==> config.mk <==
export PLATFORM = sky130hd
export DESIGN_NAME = double_ended_queue
export DESIGN_NICKNAME = d
export VERILOG_FILES = /design/src/sv/deq_pkg.sv /design/src/sv/deq_mem.sv /design/src/sv/deq_ctrl.sv /design/src/sv/double_ended_queue.sv
export SDC_FILE = /design/constraint.sdc
export NUM_CORES = 2
export LEC_CHECK = 0
export BUFFER_PORTS_ARGS = -buffer_cell sky130_fd_sc_hd__buf_2
export CORE_MARGIN = 1
export CORE_UTILIZATION = 38
export DETAILED_ROUTE_END_ITERATION = 12
export MAX_ROUTING_LAYER = met4
export PLACE_DENSITY = 0.54
export SLEW_MARGIN = 10
export SYNTH_ARGS = -nofsm -noshare
export SYNTH_HDL_FRONTEND = slang
export SYNTH_SLANG_ARGS = --single-unit
==> constraint.sdc <==
create_clock -name clock -period 6 [get_ports clock]
set_input_delay 1.2 -clock clock [delete_from_list [all_inputs] [get_ports clock]]
set_output_delay 1.2 -clock clock [all_outputs]
set_load 0.05 [all_outputs]
==> src/sv/deq_pkg.sv <==
`default_nettype none
// ----------------------------------------------------------------------------
// deq_pkg: shared definitions of the double-ended queue
// Operation codes, status codes and default sizing used by the queue modules.
// ----------------------------------------------------------------------------
package deq_pkg;

   // Default number of ring buffer entries.
   localparam int unsigned DEPTH_DEFAULT = 64;

   // Width of one stored value.
   localparam int unsigned VALUE_W = 32;

   // Operation carried in the request sideband.
   typedef enum logic [2:0] {
      FUNC_PUSH_FRONT = 3'd0,
      FUNC_PUSH_BACK  = 3'd1,
      FUNC_POP_FRONT  = 3'd2,
      FUNC_POP_BACK   = 3'd3,
      FUNC_DUMP       = 3'd4
   } func_type;

   // Status carried in the response sideband.
   typedef enum logic [1:0] {
      STATUS_OK    = 2'd0,
      STATUS_EMPTY = 2'd1,
      STATUS_FULL  = 2'd2
   } status_type;

endpackage
`default_nettype wire

==> src/sv/deq_mem.sv <==
`default_nettype none
// ----------------------------------------------------------------------------
// deq_mem: entry storage of the double-ended queue
// Simple dual-port memory, one write and one read per cycle, registered read.
// ----------------------------------------------------------------------------
module deq_mem #(
   parameter int unsigned DEPTH = deq_pkg::DEPTH_DEFAULT
) (
   input  wire logic                                 clock,
   input  wire logic                                 wr_en,
   input  wire logic [$clog2(DEPTH)-1:0]             wr_addr,
   input  wire logic signed [deq_pkg::VALUE_W-1:0]   wr_data,
   input  wire logic                                 rd_en,
   input  wire logic [$clog2(DEPTH)-1:0]             rd_addr,
   output logic signed [deq_pkg::VALUE_W-1:0]        rd_data
);

   logic signed [deq_pkg::VALUE_W-1:0] mem_ff [DEPTH];
   logic signed [deq_pkg::VALUE_W-1:0] rd_data_ff;

   always_ff @(posedge clock) begin
      if (wr_en) begin
         mem_ff[wr_addr] <= wr_data;
      end
   end

   // The read register holds its value until the next read is issued.
   always_ff @(posedge clock) begin
      if (rd_en) begin
         rd_data_ff <= mem_ff[rd_addr];
      end
   end

   assign rd_data = rd_data_ff;

endmodule
`default_nettype wire

==> src/sv/deq_ctrl.sv <==
`default_nettype none
// ----------------------------------------------------------------------------
// deq_ctrl: pointer logic, sequencer and response register of the queue
// Tracks front and occupancy, drives the memory and holds one response.
// ----------------------------------------------------------------------------
module deq_ctrl #(
   parameter int unsigned DEPTH = deq_pkg::DEPTH_DEFAULT
) (
   input  wire logic                                 clock,
   input  wire logic                                 reset,
   // Request channel
   input  wire logic                                 req_tvalid,
   output logic                                      req_tready,
   input  wire logic signed [deq_pkg::VALUE_W-1:0]   req_tdata,
   input  wire logic [2:0]                           req_tuser,
   // Response channel
   output logic                                      rsp_tvalid,
   input  wire logic                                 rsp_tready,
   output logic signed [deq_pkg::VALUE_W-1:0]        rsp_tdata,
   output logic [1:0]                                rsp_tuser,
   output logic                                      rsp_tlast,
   // Memory port
   output logic                                      mem_wr_en,
   output logic [$clog2(DEPTH)-1:0]                  mem_wr_addr,
   output logic signed [deq_pkg::VALUE_W-1:0]        mem_wr_data,
   output logic                                      mem_rd_en,
   output logic [$clog2(DEPTH)-1:0]                  mem_rd_addr,
   input  wire logic signed [deq_pkg::VALUE_W-1:0]   mem_rd_data
);

   localparam int unsigned IDX_W = $clog2(DEPTH);
   localparam int unsigned OCC_W = $clog2(DEPTH + 1);
   localparam int unsigned SUM_W = OCC_W + 1;

   typedef enum logic [2:0] {
      ST_IDLE = 3'b001,
      ST_POP  = 3'b010,
      ST_DUMP = 3'b100
   } state_type;

   state_type                          state_ff, state_in;
   logic [IDX_W-1:0]                   front_ff, front_in;
   logic [OCC_W-1:0]                   occ_ff, occ_in;
   logic [OCC_W-1:0]                   cnt_ff, cnt_in;
   logic [IDX_W-1:0]                   slot_ff, slot_in;
   logic                               rsp_valid_ff, rsp_valid_in;
   logic signed [deq_pkg::VALUE_W-1:0] rsp_value_ff, rsp_value_in;
   deq_pkg::status_type                rsp_status_ff, rsp_status_in;
   logic                               rsp_last_ff, rsp_last_in;

   logic                               out_free;
   logic                               req_fire;
   logic                               full;
   logic                               empty;
   deq_pkg::func_type                  func;
   logic [IDX_W-1:0]                   front_dec;
   logic [IDX_W-1:0]                   front_inc;
   logic [SUM_W-1:0]                   back_sum;
   logic [SUM_W-1:0]                   tail_sum;
   logic [IDX_W-1:0]                   back_slot;
   logic [IDX_W-1:0]                   tail_slot;

   // Step an index forward by one, wrapping at the ring size.
   function automatic logic [IDX_W-1:0] idx_inc(input logic [IDX_W-1:0] idx);
      logic [IDX_W-1:0] res;
      if (idx == IDX_W'(DEPTH - 1)) begin
         res = '0;
      end else begin
         res = idx + 1'b1;
      end
      return res;
   endfunction

   // Bring a sum below twice the ring size back into range.
   function automatic logic [IDX_W-1:0] idx_wrap(input logic [SUM_W-1:0] sum);
      logic [SUM_W-1:0] res;
      if (sum >= SUM_W'(DEPTH)) begin
         res = sum - SUM_W'(DEPTH);
      end else begin
         res = sum;
      end
      return res[IDX_W-1:0];
   endfunction

   assign out_free   = !rsp_valid_ff || rsp_tready;
   assign req_tready = (state_ff == ST_IDLE) && out_free;
   assign req_fire   = req_tvalid && req_tready;
   assign func       = deq_pkg::func_type'(req_tuser);
   assign full       = (occ_ff == OCC_W'(DEPTH));
   assign empty      = (occ_ff == '0);

   assign front_dec = (front_ff == '0) ? IDX_W'(DEPTH - 1) : front_ff - 1'b1;
   assign front_inc = idx_inc(front_ff);
   // Slot just past the back, and the back slot itself.
   assign back_sum  = SUM_W'(front_ff) + SUM_W'(occ_ff);
   assign tail_sum  = back_sum - 1'b1;
   assign back_slot = idx_wrap(back_sum);
   assign tail_slot = idx_wrap(tail_sum);

   always_comb begin
      state_in      = state_ff;
      front_in      = front_ff;
      occ_in        = occ_ff;
      cnt_in        = cnt_ff;
      slot_in       = slot_ff;
      rsp_valid_in  = rsp_valid_ff && !rsp_tready;
      rsp_value_in  = rsp_value_ff;
      rsp_status_in = rsp_status_ff;
      rsp_last_in   = rsp_last_ff;
      mem_wr_en     = 1'b0;
      mem_wr_addr   = back_slot;
      mem_wr_data   = req_tdata;
      mem_rd_en     = 1'b0;
      mem_rd_addr   = front_ff;

      case (state_ff)
         ST_IDLE: begin
            if (req_fire) begin
               case (func)
                  deq_pkg::FUNC_PUSH_FRONT, deq_pkg::FUNC_PUSH_BACK: begin
                     rsp_valid_in = 1'b1;
                     rsp_value_in = '0;
                     rsp_last_in  = 1'b1;
                     if (full) begin
                        rsp_status_in = deq_pkg::STATUS_FULL;
                     end else begin
                        rsp_status_in = deq_pkg::STATUS_OK;
                        mem_wr_en     = 1'b1;
                        occ_in        = occ_ff + 1'b1;
                        if (func == deq_pkg::FUNC_PUSH_FRONT) begin
                           mem_wr_addr = front_dec;
                           front_in    = front_dec;
                        end
                     end
                  end
                  deq_pkg::FUNC_POP_FRONT, deq_pkg::FUNC_POP_BACK: begin
                     if (empty) begin
                        rsp_valid_in  = 1'b1;
                        rsp_value_in  = '0;
                        rsp_status_in = deq_pkg::STATUS_EMPTY;
                        rsp_last_in   = 1'b1;
                     end else begin
                        mem_rd_en = 1'b1;
                        occ_in    = occ_ff - 1'b1;
                        state_in  = ST_POP;
                        if (func == deq_pkg::FUNC_POP_FRONT) begin
                           front_in = front_inc;
                        end else begin
                           mem_rd_addr = tail_slot;
                        end
                     end
                  end
                  deq_pkg::FUNC_DUMP: begin
                     if (empty) begin
                        rsp_valid_in  = 1'b1;
                        rsp_value_in  = '0;
                        rsp_status_in = deq_pkg::STATUS_EMPTY;
                        rsp_last_in   = 1'b1;
                     end else begin
                        mem_rd_en = 1'b1;
                        slot_in   = front_inc;
                        cnt_in    = '0;
                        state_in  = ST_DUMP;
                     end
                  end
                  default: begin
                     // Unused operation codes are taken and dropped.
                  end
               endcase
            end
         end
         ST_POP: begin
            if (out_free) begin
               rsp_valid_in  = 1'b1;
               rsp_value_in  = mem_rd_data;
               rsp_status_in = deq_pkg::STATUS_OK;
               rsp_last_in   = 1'b1;
               state_in      = ST_IDLE;
            end
         end
         ST_DUMP: begin
            if (out_free) begin
               rsp_valid_in  = 1'b1;
               rsp_value_in  = mem_rd_data;
               rsp_status_in = deq_pkg::STATUS_OK;
               rsp_last_in   = (OCC_W'(cnt_ff + 1'b1) == occ_ff);
               if (rsp_last_in) begin
                  state_in = ST_IDLE;
               end else begin
                  mem_rd_en   = 1'b1;
                  mem_rd_addr = slot_ff;
                  slot_in     = idx_inc(slot_ff);
                  cnt_in      = cnt_ff + 1'b1;
               end
            end
         end
         default: begin
            state_in = ST_IDLE;
         end
      endcase
   end

   always_ff @(posedge clock) begin
      if (reset) begin
         state_ff     <= ST_IDLE;
         front_ff     <= '0;
         occ_ff       <= '0;
         rsp_valid_ff <= 1'b0;
      end else begin
         state_ff     <= state_in;
         front_ff     <= front_in;
         occ_ff       <= occ_in;
         rsp_valid_ff <= rsp_valid_in;
      end
   end

   always_ff @(posedge clock) begin
      cnt_ff        <= cnt_in;
      slot_ff       <= slot_in;
      rsp_value_ff  <= rsp_value_in;
      rsp_status_ff <= rsp_status_in;
      rsp_last_ff   <= rsp_last_in;
   end

   assign rsp_tvalid = rsp_valid_ff;
   assign rsp_tdata  = rsp_value_ff;
   assign rsp_tuser  = rsp_status_ff;
   assign rsp_tlast  = rsp_last_ff;

`ifndef NO_ASSERTIONS
   a_occ_bound: assert property (@(posedge clock) disable iff (reset)
      occ_ff <= OCC_W'(DEPTH))
      else $error("occupancy beyond ring size");

   a_ready_idle: assert property (@(posedge clock) disable iff (reset)
      req_tready |-> state_ff == ST_IDLE)
      else $error("request taken while busy");

   a_push_count: assert property (@(posedge clock) disable iff (reset)
      (req_fire && !full && (func == deq_pkg::FUNC_PUSH_FRONT ||
         func == deq_pkg::FUNC_PUSH_BACK)) |=> occ_ff == $past(occ_ff) + 1'b1)
      else $error("push did not grow the queue");

   a_dump_no_write: assert property (@(posedge clock) disable iff (reset)
      state_ff == ST_DUMP |-> !mem_wr_en && cnt_ff < occ_ff)
      else $error("dump out of range or overlapping a write");

   a_busy_no_accept: assert property (@(posedge clock) disable iff (reset)
      (state_ff != ST_IDLE) |-> !req_fire)
      else $error("request accepted during a read");
`endif

endmodule
`default_nettype wire

==> src/sv/double_ended_queue.sv <==
`default_nettype none
// ----------------------------------------------------------------------------
// double_ended_queue: bounded double-ended queue of signed 32-bit values
// Ring buffer in a registered-read memory with front and occupancy pointers.
// ----------------------------------------------------------------------------
// Timing: a push or any empty or full answer appears in the cycle after its
//   request; a pop or dump value passes the memory read register and then the
//   response register. Pushes go one per cycle while replies are taken; a pop
//   or a dump holds the request channel until its last value is registered,
//   and a dump streams one stored value per cycle while replies are taken.
// Reset: synchronous, active high; the queue comes up empty at once. The
//   entry memory is not cleared, since only entries written by a push are read.
// ----------------------------------------------------------------------------
module double_ended_queue #(
   parameter int unsigned DEPTH = deq_pkg::DEPTH_DEFAULT
) (
   input  wire logic                                 clock,
   input  wire logic                                 reset,
   // Request channel
   input  wire logic                                 req_tvalid,
   output logic                                      req_tready,
   input  wire logic signed [deq_pkg::VALUE_W-1:0]   req_tdata,  // [31:0] push_value
   input  wire logic [2:0]                           req_tuser,  // [2:0] func
   // Response channel
   output logic                                      rsp_tvalid,
   input  wire logic                                 rsp_tready,
   output logic signed [deq_pkg::VALUE_W-1:0]        rsp_tdata,  // [31:0] out_value
   output logic [1:0]                                rsp_tuser,  // [1:0] status
   output logic                                      rsp_tlast
);

   localparam int unsigned IDX_W = $clog2(DEPTH);

   // Memory port between the sequencer and the entry store.
   logic                               mem_wr_en;
   logic [IDX_W-1:0]                   mem_wr_addr;
   logic signed [deq_pkg::VALUE_W-1:0] mem_wr_data;
   logic                               mem_rd_en;
   logic [IDX_W-1:0]                   mem_rd_addr;
   logic signed [deq_pkg::VALUE_W-1:0] mem_rd_data;

   // The sequencer owns the pointers and the response register. Writes only
   // happen for pushes and reads only for pops and dumps, and a read never
   // shares a cycle with a write, so no forwarding is needed.
   deq_ctrl #(
      .DEPTH (DEPTH)
   ) u_ctrl (
      .clock       (clock),
      .reset       (reset),
      .req_tvalid  (req_tvalid),
      .req_tready  (req_tready),
      .req_tdata   (req_tdata),
      .req_tuser   (req_tuser),
      .rsp_tvalid  (rsp_tvalid),
      .rsp_tready  (rsp_tready),
      .rsp_tdata   (rsp_tdata),
      .rsp_tuser   (rsp_tuser),
      .rsp_tlast   (rsp_tlast),
      .mem_wr_en   (mem_wr_en),
      .mem_wr_addr (mem_wr_addr),
      .mem_wr_data (mem_wr_data),
      .mem_rd_en   (mem_rd_en),
      .mem_rd_addr (mem_rd_addr),
      .mem_rd_data (mem_rd_data)
   );

   // Entry store: one write and one registered read per cycle.
   deq_mem #(
      .DEPTH (DEPTH)
   ) u_mem (
      .clock   (clock),
      .wr_en   (mem_wr_en),
      .wr_addr (mem_wr_addr),
      .wr_data (mem_wr_data),
      .rd_en   (mem_rd_en),
      .rd_addr (mem_rd_addr),
      .rd_data (mem_rd_data)
   );

endmodule
`default_nettype wire

Yosys cells after proc, flatten, opt, wreduce, memory -nomap -nowiden

Memory sizes are Yosys's and may differ from the RTL's. A register that Yosys moved wholly into a read port is not among the register bits.
Index checks and enable logic that the tools add are counted.

Add/sub/neg operators: 10
Equal/unequal tests: 28
Reductions and logical operators: 23
Order comparisons: 2
Multiplexer cells: 79

Operators by type and width:

| kind                  | number |
|---|---|
| $mux W6               | 25 |
| $pmux W32 S2          | 2 |
| $mux W32              | 3 |
| $mux W7               | 7 |
| $pmux W6 S2           | 3 |
| $pmux W7 S2           | 2 |
| $mux W1               | 18 |
| $mux W3               | 6 |
| $sub A6 B1 Y6 const B | 3 |
| $ge A8 B7 Y1 const B  | 2 |
| $add A7 B1 Y7 const B | 2 |
| $ne A2 B1 Y1 const B  | 7 |
| $reduce_and A7 Y1     | 2 |
| $add A6 B1 Y6 const B | 2 |
| $eq A6 B6 Y1 const B  | 2 |
| $ne A3 B3 Y1 const B  | 4 |
| $reduce_and A6 Y1     | 2 |
| $ne A2 B2 Y1 const B  | 5 |
| $reduce_and A5 Y1     | 2 |
| $eq A3 B2 Y1 const B  | 3 |
| $pmux W3 S3           | 1 |
| $add A6 B7 Y8         | 1 |
| $mux W2               | 4 |
| $pmux W1 S2           | 4 |
| other kinds (20)      | 30 |

Memory bits (writable): 2048
Memories: 1
Register bits: 65

Memories:

| memory       | words | bits a word | read ports | clocked after Yosys merged registers in | wr ports | line          | text |
|---|---|---|---|---|---|---|---|
| u_mem.mem_ff | 64    | 32          | 1          | 1                                       | 1        | deq_mem.sv:18 | `logic signed [deq_pkg::VALUE_W-1:0] mem_ff [DEPTH];` |

Depth between registers and ports, before layout

Word-level depth: 9
Gate-level depth with buffers: 19
Gate-level depth less buffers: 13

By module

A second synthesis with hierarchy kept.

Cell total of the unflattened synthesis: 3914
Area, all modules: 83480.1 µm²

Modules (own cells, without submodules):

| module   | area each (µm²) | instances | cells each |
|---|---|---|---|
| deq_mem  | 79359.9         | 1         | 3511 |
| deq_ctrl | 4120.2          | 1         | 403 |

Worst setup path after synthesis

Ideal clock, no wire load.

Path kind: input-to-reg
From: in rsp_tready
To: mem u_mem.mem_ff[0][0] in the netlist's numbering, enable pin
Required time: 5.579 ns
Buffers on the path: 3
Setup slack: 1.035 ns
Arrival: 4.544 ns
Stages on the path: 13
Library setup time: 0.421 ns
Cells stage by stage: nand2b_1 > buf_4 > and2_1 > clkbuf_1 > nand2_1 > nor3_1 > nand2_1 > nor2_1 > clkbuf_1 > nand4_1 > o31ai_1 > nand2_1 > nor2_1

Longest elaborated chain between the ends: 7
Elaborated cells between the ends (all ways): 9

RTL lines:

| what                          | line                     | text |
|---|---|---|
| start: declaration            | double_ended_queue.sv:26 | `input wire logic rsp_tready,` |
| $logic_or A1 B1 Y1 *          | deq_ctrl.sv:85           | `assign out_free = !rsp_valid_ff \|\| rsp_tready;` |
| $logic_and A1 B1 Y1 *         | deq_ctrl.sv:86           | `assign req_tready = (state_ff == ST_IDLE) && out_free;` |
| $logic_and A1 B1 Y1 *         | deq_ctrl.sv:87           | `assign req_fire = req_tvalid && req_tready;` |
| $mux W1                       | deq_ctrl.sv:118          | `if (req_fire) begin` |
| $mux W1                       | deq_ctrl.sv:116          | `case (state_ff)` |
| $mux W1                       | deq_mem.sv:22            | `if (wr_en) begin` |
| $mux W1 (implied by the code) | deq_mem.sv:23            | `mem_ff[wr_addr] <= wr_data;` |
| end: declaration              | deq_mem.sv:18            |  |

Every way passes the cells marked *; elsewhere a longest branch is shown, timed or not.

Final worst setup path

From: reg u_ctrl.occ_ff[0]
To: reg u_mem.rd_data_ff, in the netlist u_mem.rd_data[31] (read register of u_mem.mem_ff), data pin

Longest elaborated chain between the ends: 9
Elaborated cells between the ends (all ways): 20

RTL lines:

| what                                                 | line                           | text |
|---|---|---|
| start: declaration                                   | deq_ctrl.sv:43                 | `logic [OCC_W-1:0] occ_ff, occ_in;` |
| start signal: assignment                             | deq_ctrl.sv:212                | `occ_ff <= occ_in;` |
| $add A6 B7 Y8                                        | deq_ctrl.sv:95                 | `assign back_sum = SUM_W'(front_ff) + SUM_W'(occ_ff);` |
| $sub A8 B1 Y8                                        | deq_ctrl.sv:96                 | `assign tail_sum = back_sum - 1'b1;` |
| $ge A8 B7 Y1 / $sub A6 B1 Y6 (equally long branches) | deq_ctrl.sv:77, deq_ctrl.sv:78 |  |
| $mux W6                                              | deq_ctrl.sv:77                 | `if (sum >= SUM_W'(DEPTH)) begin` |
| $mux W6                                              | deq_ctrl.sv:146                | `if (func == deq_pkg::FUNC_POP_FRONT) begin` |
| $mux W6                                              | deq_ctrl.sv:137                | `if (empty) begin` |
| $mux W6                                              | deq_ctrl.sv:119                | `case (func)` |
| $mux W6                                              | deq_ctrl.sv:118                |  |
| $pmux W6 S2                                          | deq_ctrl.sv:116                |  |
| end: declaration                                     | deq_mem.sv:19                  | `logic signed [deq_pkg::VALUE_W-1:0] rd_data_ff;` |

Parallel ways exist; a longest one is shown, timed or not.
A chain may end at the register's enable or synchronous reset.

==> out/qor.txt <==
Syn nets - 5,575
Synth Flop Type - edfxtp_1
Critical Path Fanout Max - 56
Syn_area_per_cell - 15.2 um2
Slew margin rel. - 16.4%
Fin. Hold Viols - 0
Hpwl dp - 156 mm
Hold_sp - u_mem.rd_data[24]
Initial core utilization - 38.3%
FF+latch count, synth - 2,145
Ys Warns - 0
Worst Tran Pin Value - 1.25 ns
PD cells - 341 mW/mm2
Die area - 0.223 mm2
Fillers - 19,500
Post-synthesis sequential area ratio - 76.4%
Setup TNS Final - 0 ns
Final setup violation count - 0
WHS Path Cells - 1
RSZ-0062 raised after global routing - false
Die W - 472 um
Worst Hold Path EP - u_ctrl.rsp_tdata[24]
Core box area - 0.220 mm2
Skew-Pair Late Insertion Delay - 0.87 ns
Final min period - 5.01 ns
Area of the multi-input gates - 0.0189 mm2
Largest net degree at the start of global routing - 100
Wire per inst - 30.7 um
Post-synth ARST share - 0%
First DRT Iteration DRCs - 7,208
Share of layout cells above drive strength 1 - 13.7%
Antenna violations before repair - 14
Leakage - 0.0336 uW
Final WS setup - 0.990 ns
Number of hold buffers added after CTS - 0
Flop2flop setup slack - 0.99 ns
Syn-to-layout area delta - 15.6%
Clk sinks - 2,145
Netlist cell types - 74
H-tree levels - 4
Worst Setup Start Kind - flop
Clock Tree Buf Depth - 3
Post-synth EDFFs - 2,128
Hold crit path type - flop to flop
TritonCTS clock tree - built
Post-synth design cell area - 0.0841 mm2
Skew final - 0.0472 ns
CTS root buf - clkbuf_16
Vias per inst - 5.80
First-pass GRT wire length - 382 mm
MaxCap Viol Count - 0
Post-CTS sizing - 0
Clk slew on worst S/H paths - 0.06 ns
DR pass1 iterations - 6
Number of buffers added on ports - 75
Storage element area - 0.0642 mm2
FMAX - 0.200 GHz
Post-route non-filler standard cell count - 8,938
Overall routing resource usage - 25.0%
Setup WS pre-CTS - 0.536 ns
# Post-CTS Setup Buffers - 0
Crit path kind - flop to flop
Setup crit end kind - flop
DR DRC count - 0
Grt total ovfl - 0
Crit Reg-Reg Endpoint - u_mem.rd_data[31]
VDD IR-drop max - 0.241 mV
Final WL - 275 mm
Placed insts - 8,534
R2R depth - 15
Status - completed
Fin. max-slew vios - 0
Num ports - 76
Arr. time, crit path - 5.62 ns
Post-DRT Antenna Nets - 0
NumNets Final - 5,855
WP data required - 6.61 ns
Post-layout util - 44.2%
Period utilisation layout - 83.5%
Number of global-route vias before repair - 49,006
Gpl congestion - 0.870
Syn Inst Count - 5,518
# rows - 172
DR vias - 51,829
RR Startpoint - u_ctrl.occ_ff[0]
Die Height - 472 um
TritonCTS Buffers - 218
report_power, final:
part	switching, uW	internal (uW)
Combinational	2290	1040
Clock	5750	7430
Sequential	46.6	16600
sequential cells by signal, summed over array words and instances, names as in the netlist:
name               flops
u_mem.mem_ff        2048
u_ctrl.rsp_tdata      32
u_mem.rd_data         32
u_ctrl.cnt_ff          7
u_ctrl.occ_ff          7
u_ctrl.front_ff        6
u_ctrl.slot_ff         6
u_ctrl.state_ff        3
u_ctrl.rsp_tuser       2
u_ctrl.rsp_tlast       1
u_ctrl.rsp_tvalid      1
cell usage in the layout, fill, tap and decap left out, types with 8 or more instances in the layout:
cell       synthesis  layout
edfxtp_1        2128    2128
nand2_1         1187    1184
mux2i_1          370     370
nand3_1          353     352
buf_4             31     245
clkbuf_16          0     223
a32oi_1          193     193
a21oi_1          135     134
nand4_1          123     123
o22ai_1           76      76
nor2_4             0      74
buf_2            105      73
nor2_1           140      65
buf_12             0      65
clkbuf_1         144      61
a31oi_1           60      60
clkinv_1           0      56
mux4_2            52      52
and2_1            41      40
o21ai_0           40      40
and3_1            36      35
nor3_1            30      30
xnor2_1           24      24
clkinv_2           0      24
dfxtp_1           17      17
ha_1              16      16
bufinv_16          0      15
o31ai_1           12      12
or4_1             12      12
xor2_1            11      11
or3_1             10      10
o221ai_1          10      10
inv_1              8       8
a21o_1             9       8
kinds of logic (layout without fill, tap and decap cells):
| kind of cell | count (synthesis) | after routing | share of synthesized area, % |
|---|---|---|---|
| flip-flops | 2145 | 2145 | 76.4 |
| AND/OR/NAND/NOR | 1964 | 1964 | 10.1 |
| AO/OA/AOI/OAI | 600 | 600 | 5.07 |
| multiplexers | 424 | 424 | 5.83 |
| buffers and inverters | 331 | 786 | 1.88 |
| XOR/XNOR | 36 | 36 | 0.391 |
| adder cells (fa/ha/maj) | 18 | 18 | 0.286 |
| other | 0 | 7 | 0 |
worst max-delay path, cell delays in order (launching register included):
cell,delay (ns)
dfxtp_1,0.44
ha_1,0.30
fa_1,0.59
inv_1,0.10
ha_1,0.23
xnor2_1,0.15
o21ai_0,0.09
a31oi_1,0.42
nand2_2,0.39
nor2_4,0.23
buf_12,0.39
buf_4,0.38
nand3_1,0.12
nand4_1,0.20
nand4_1,0.26
a211o_1,0.35
worst max-delay path by stage:
stage	slack, ns	from	cells after the start	endpoint
global route	0.81	u_ctrl.occ_ff[0]	15	u_mem.rd_data[31]
CTS	1.08	u_ctrl.occ_ff[0]	15	u_mem.rd_data[31]
floorplan	1.04	rsp_tready	13	u_mem.mem_ff[0][0]
finish	0.99	u_ctrl.occ_ff[0]	15	u_mem.rd_data[31]
detailed placement	0.54	rsp_tready	15	u_mem.rd_data[0]
global placement	0.56	req_tuser[2]	14	u_mem.rd_data[27]
synthesized netlist by cell type, types with 40 or more instances:
master	n	area, um2
o22ai_1	76	475
clkbuf_1	144	541
mux2i_1	370	3700
a31oi_1	60	375
mux4_2	52	1170
edfxtp_1	2128	63900
nor2_1	140	526
a32oi_1	193	1690
buf_2	105	526
o21ai_0	40	200
a21oi_1	135	676
nand2_1	1187	4460
nand3_1	353	1770
nand4_1	123	769
and2_1	41	257
per-layer routing:
| metal | GRT usage, % | vias up | wire length, um |
|---|---|---|---|
| met5 | - | - | 0 |
| met4 | 6.08 | 0 | 6730 |
| met3 | 4.81 | 415 | 26000 |
| met2 | 37.5 | 2697 | 126000 |
| met1 | 34.9 | 26923 | 116000 |
| li1 | - | 21794 | - |
stage by stage:
step / total power (uW) / hold WS (ns) / area, um2
CTS: 33300 / 0.571 / 97100
floorplan: 18900 / 0.497 / 84100
finish: 33100 / 0.576 / 97200
global placement: 20200 / 0.586 / 90300
global route: 34100 / 0.607 / 97200
detailed placement: 20300 / 0.578 / 90300
final cells by class:
cell class | instances | area share (%)
diodes | 7 | 0.0180
clock buffers | 284 | 5.98
clock inverters | 111 | 1.05
inverters | 8 | 0.0309
multi-input cells | 3042 | 19.4
flip-flops and latches | 2145 | 66.1
well taps | 2958 | 3.81
repair buffers | 383 | 3.61
(Power assumes the default switching activity.)
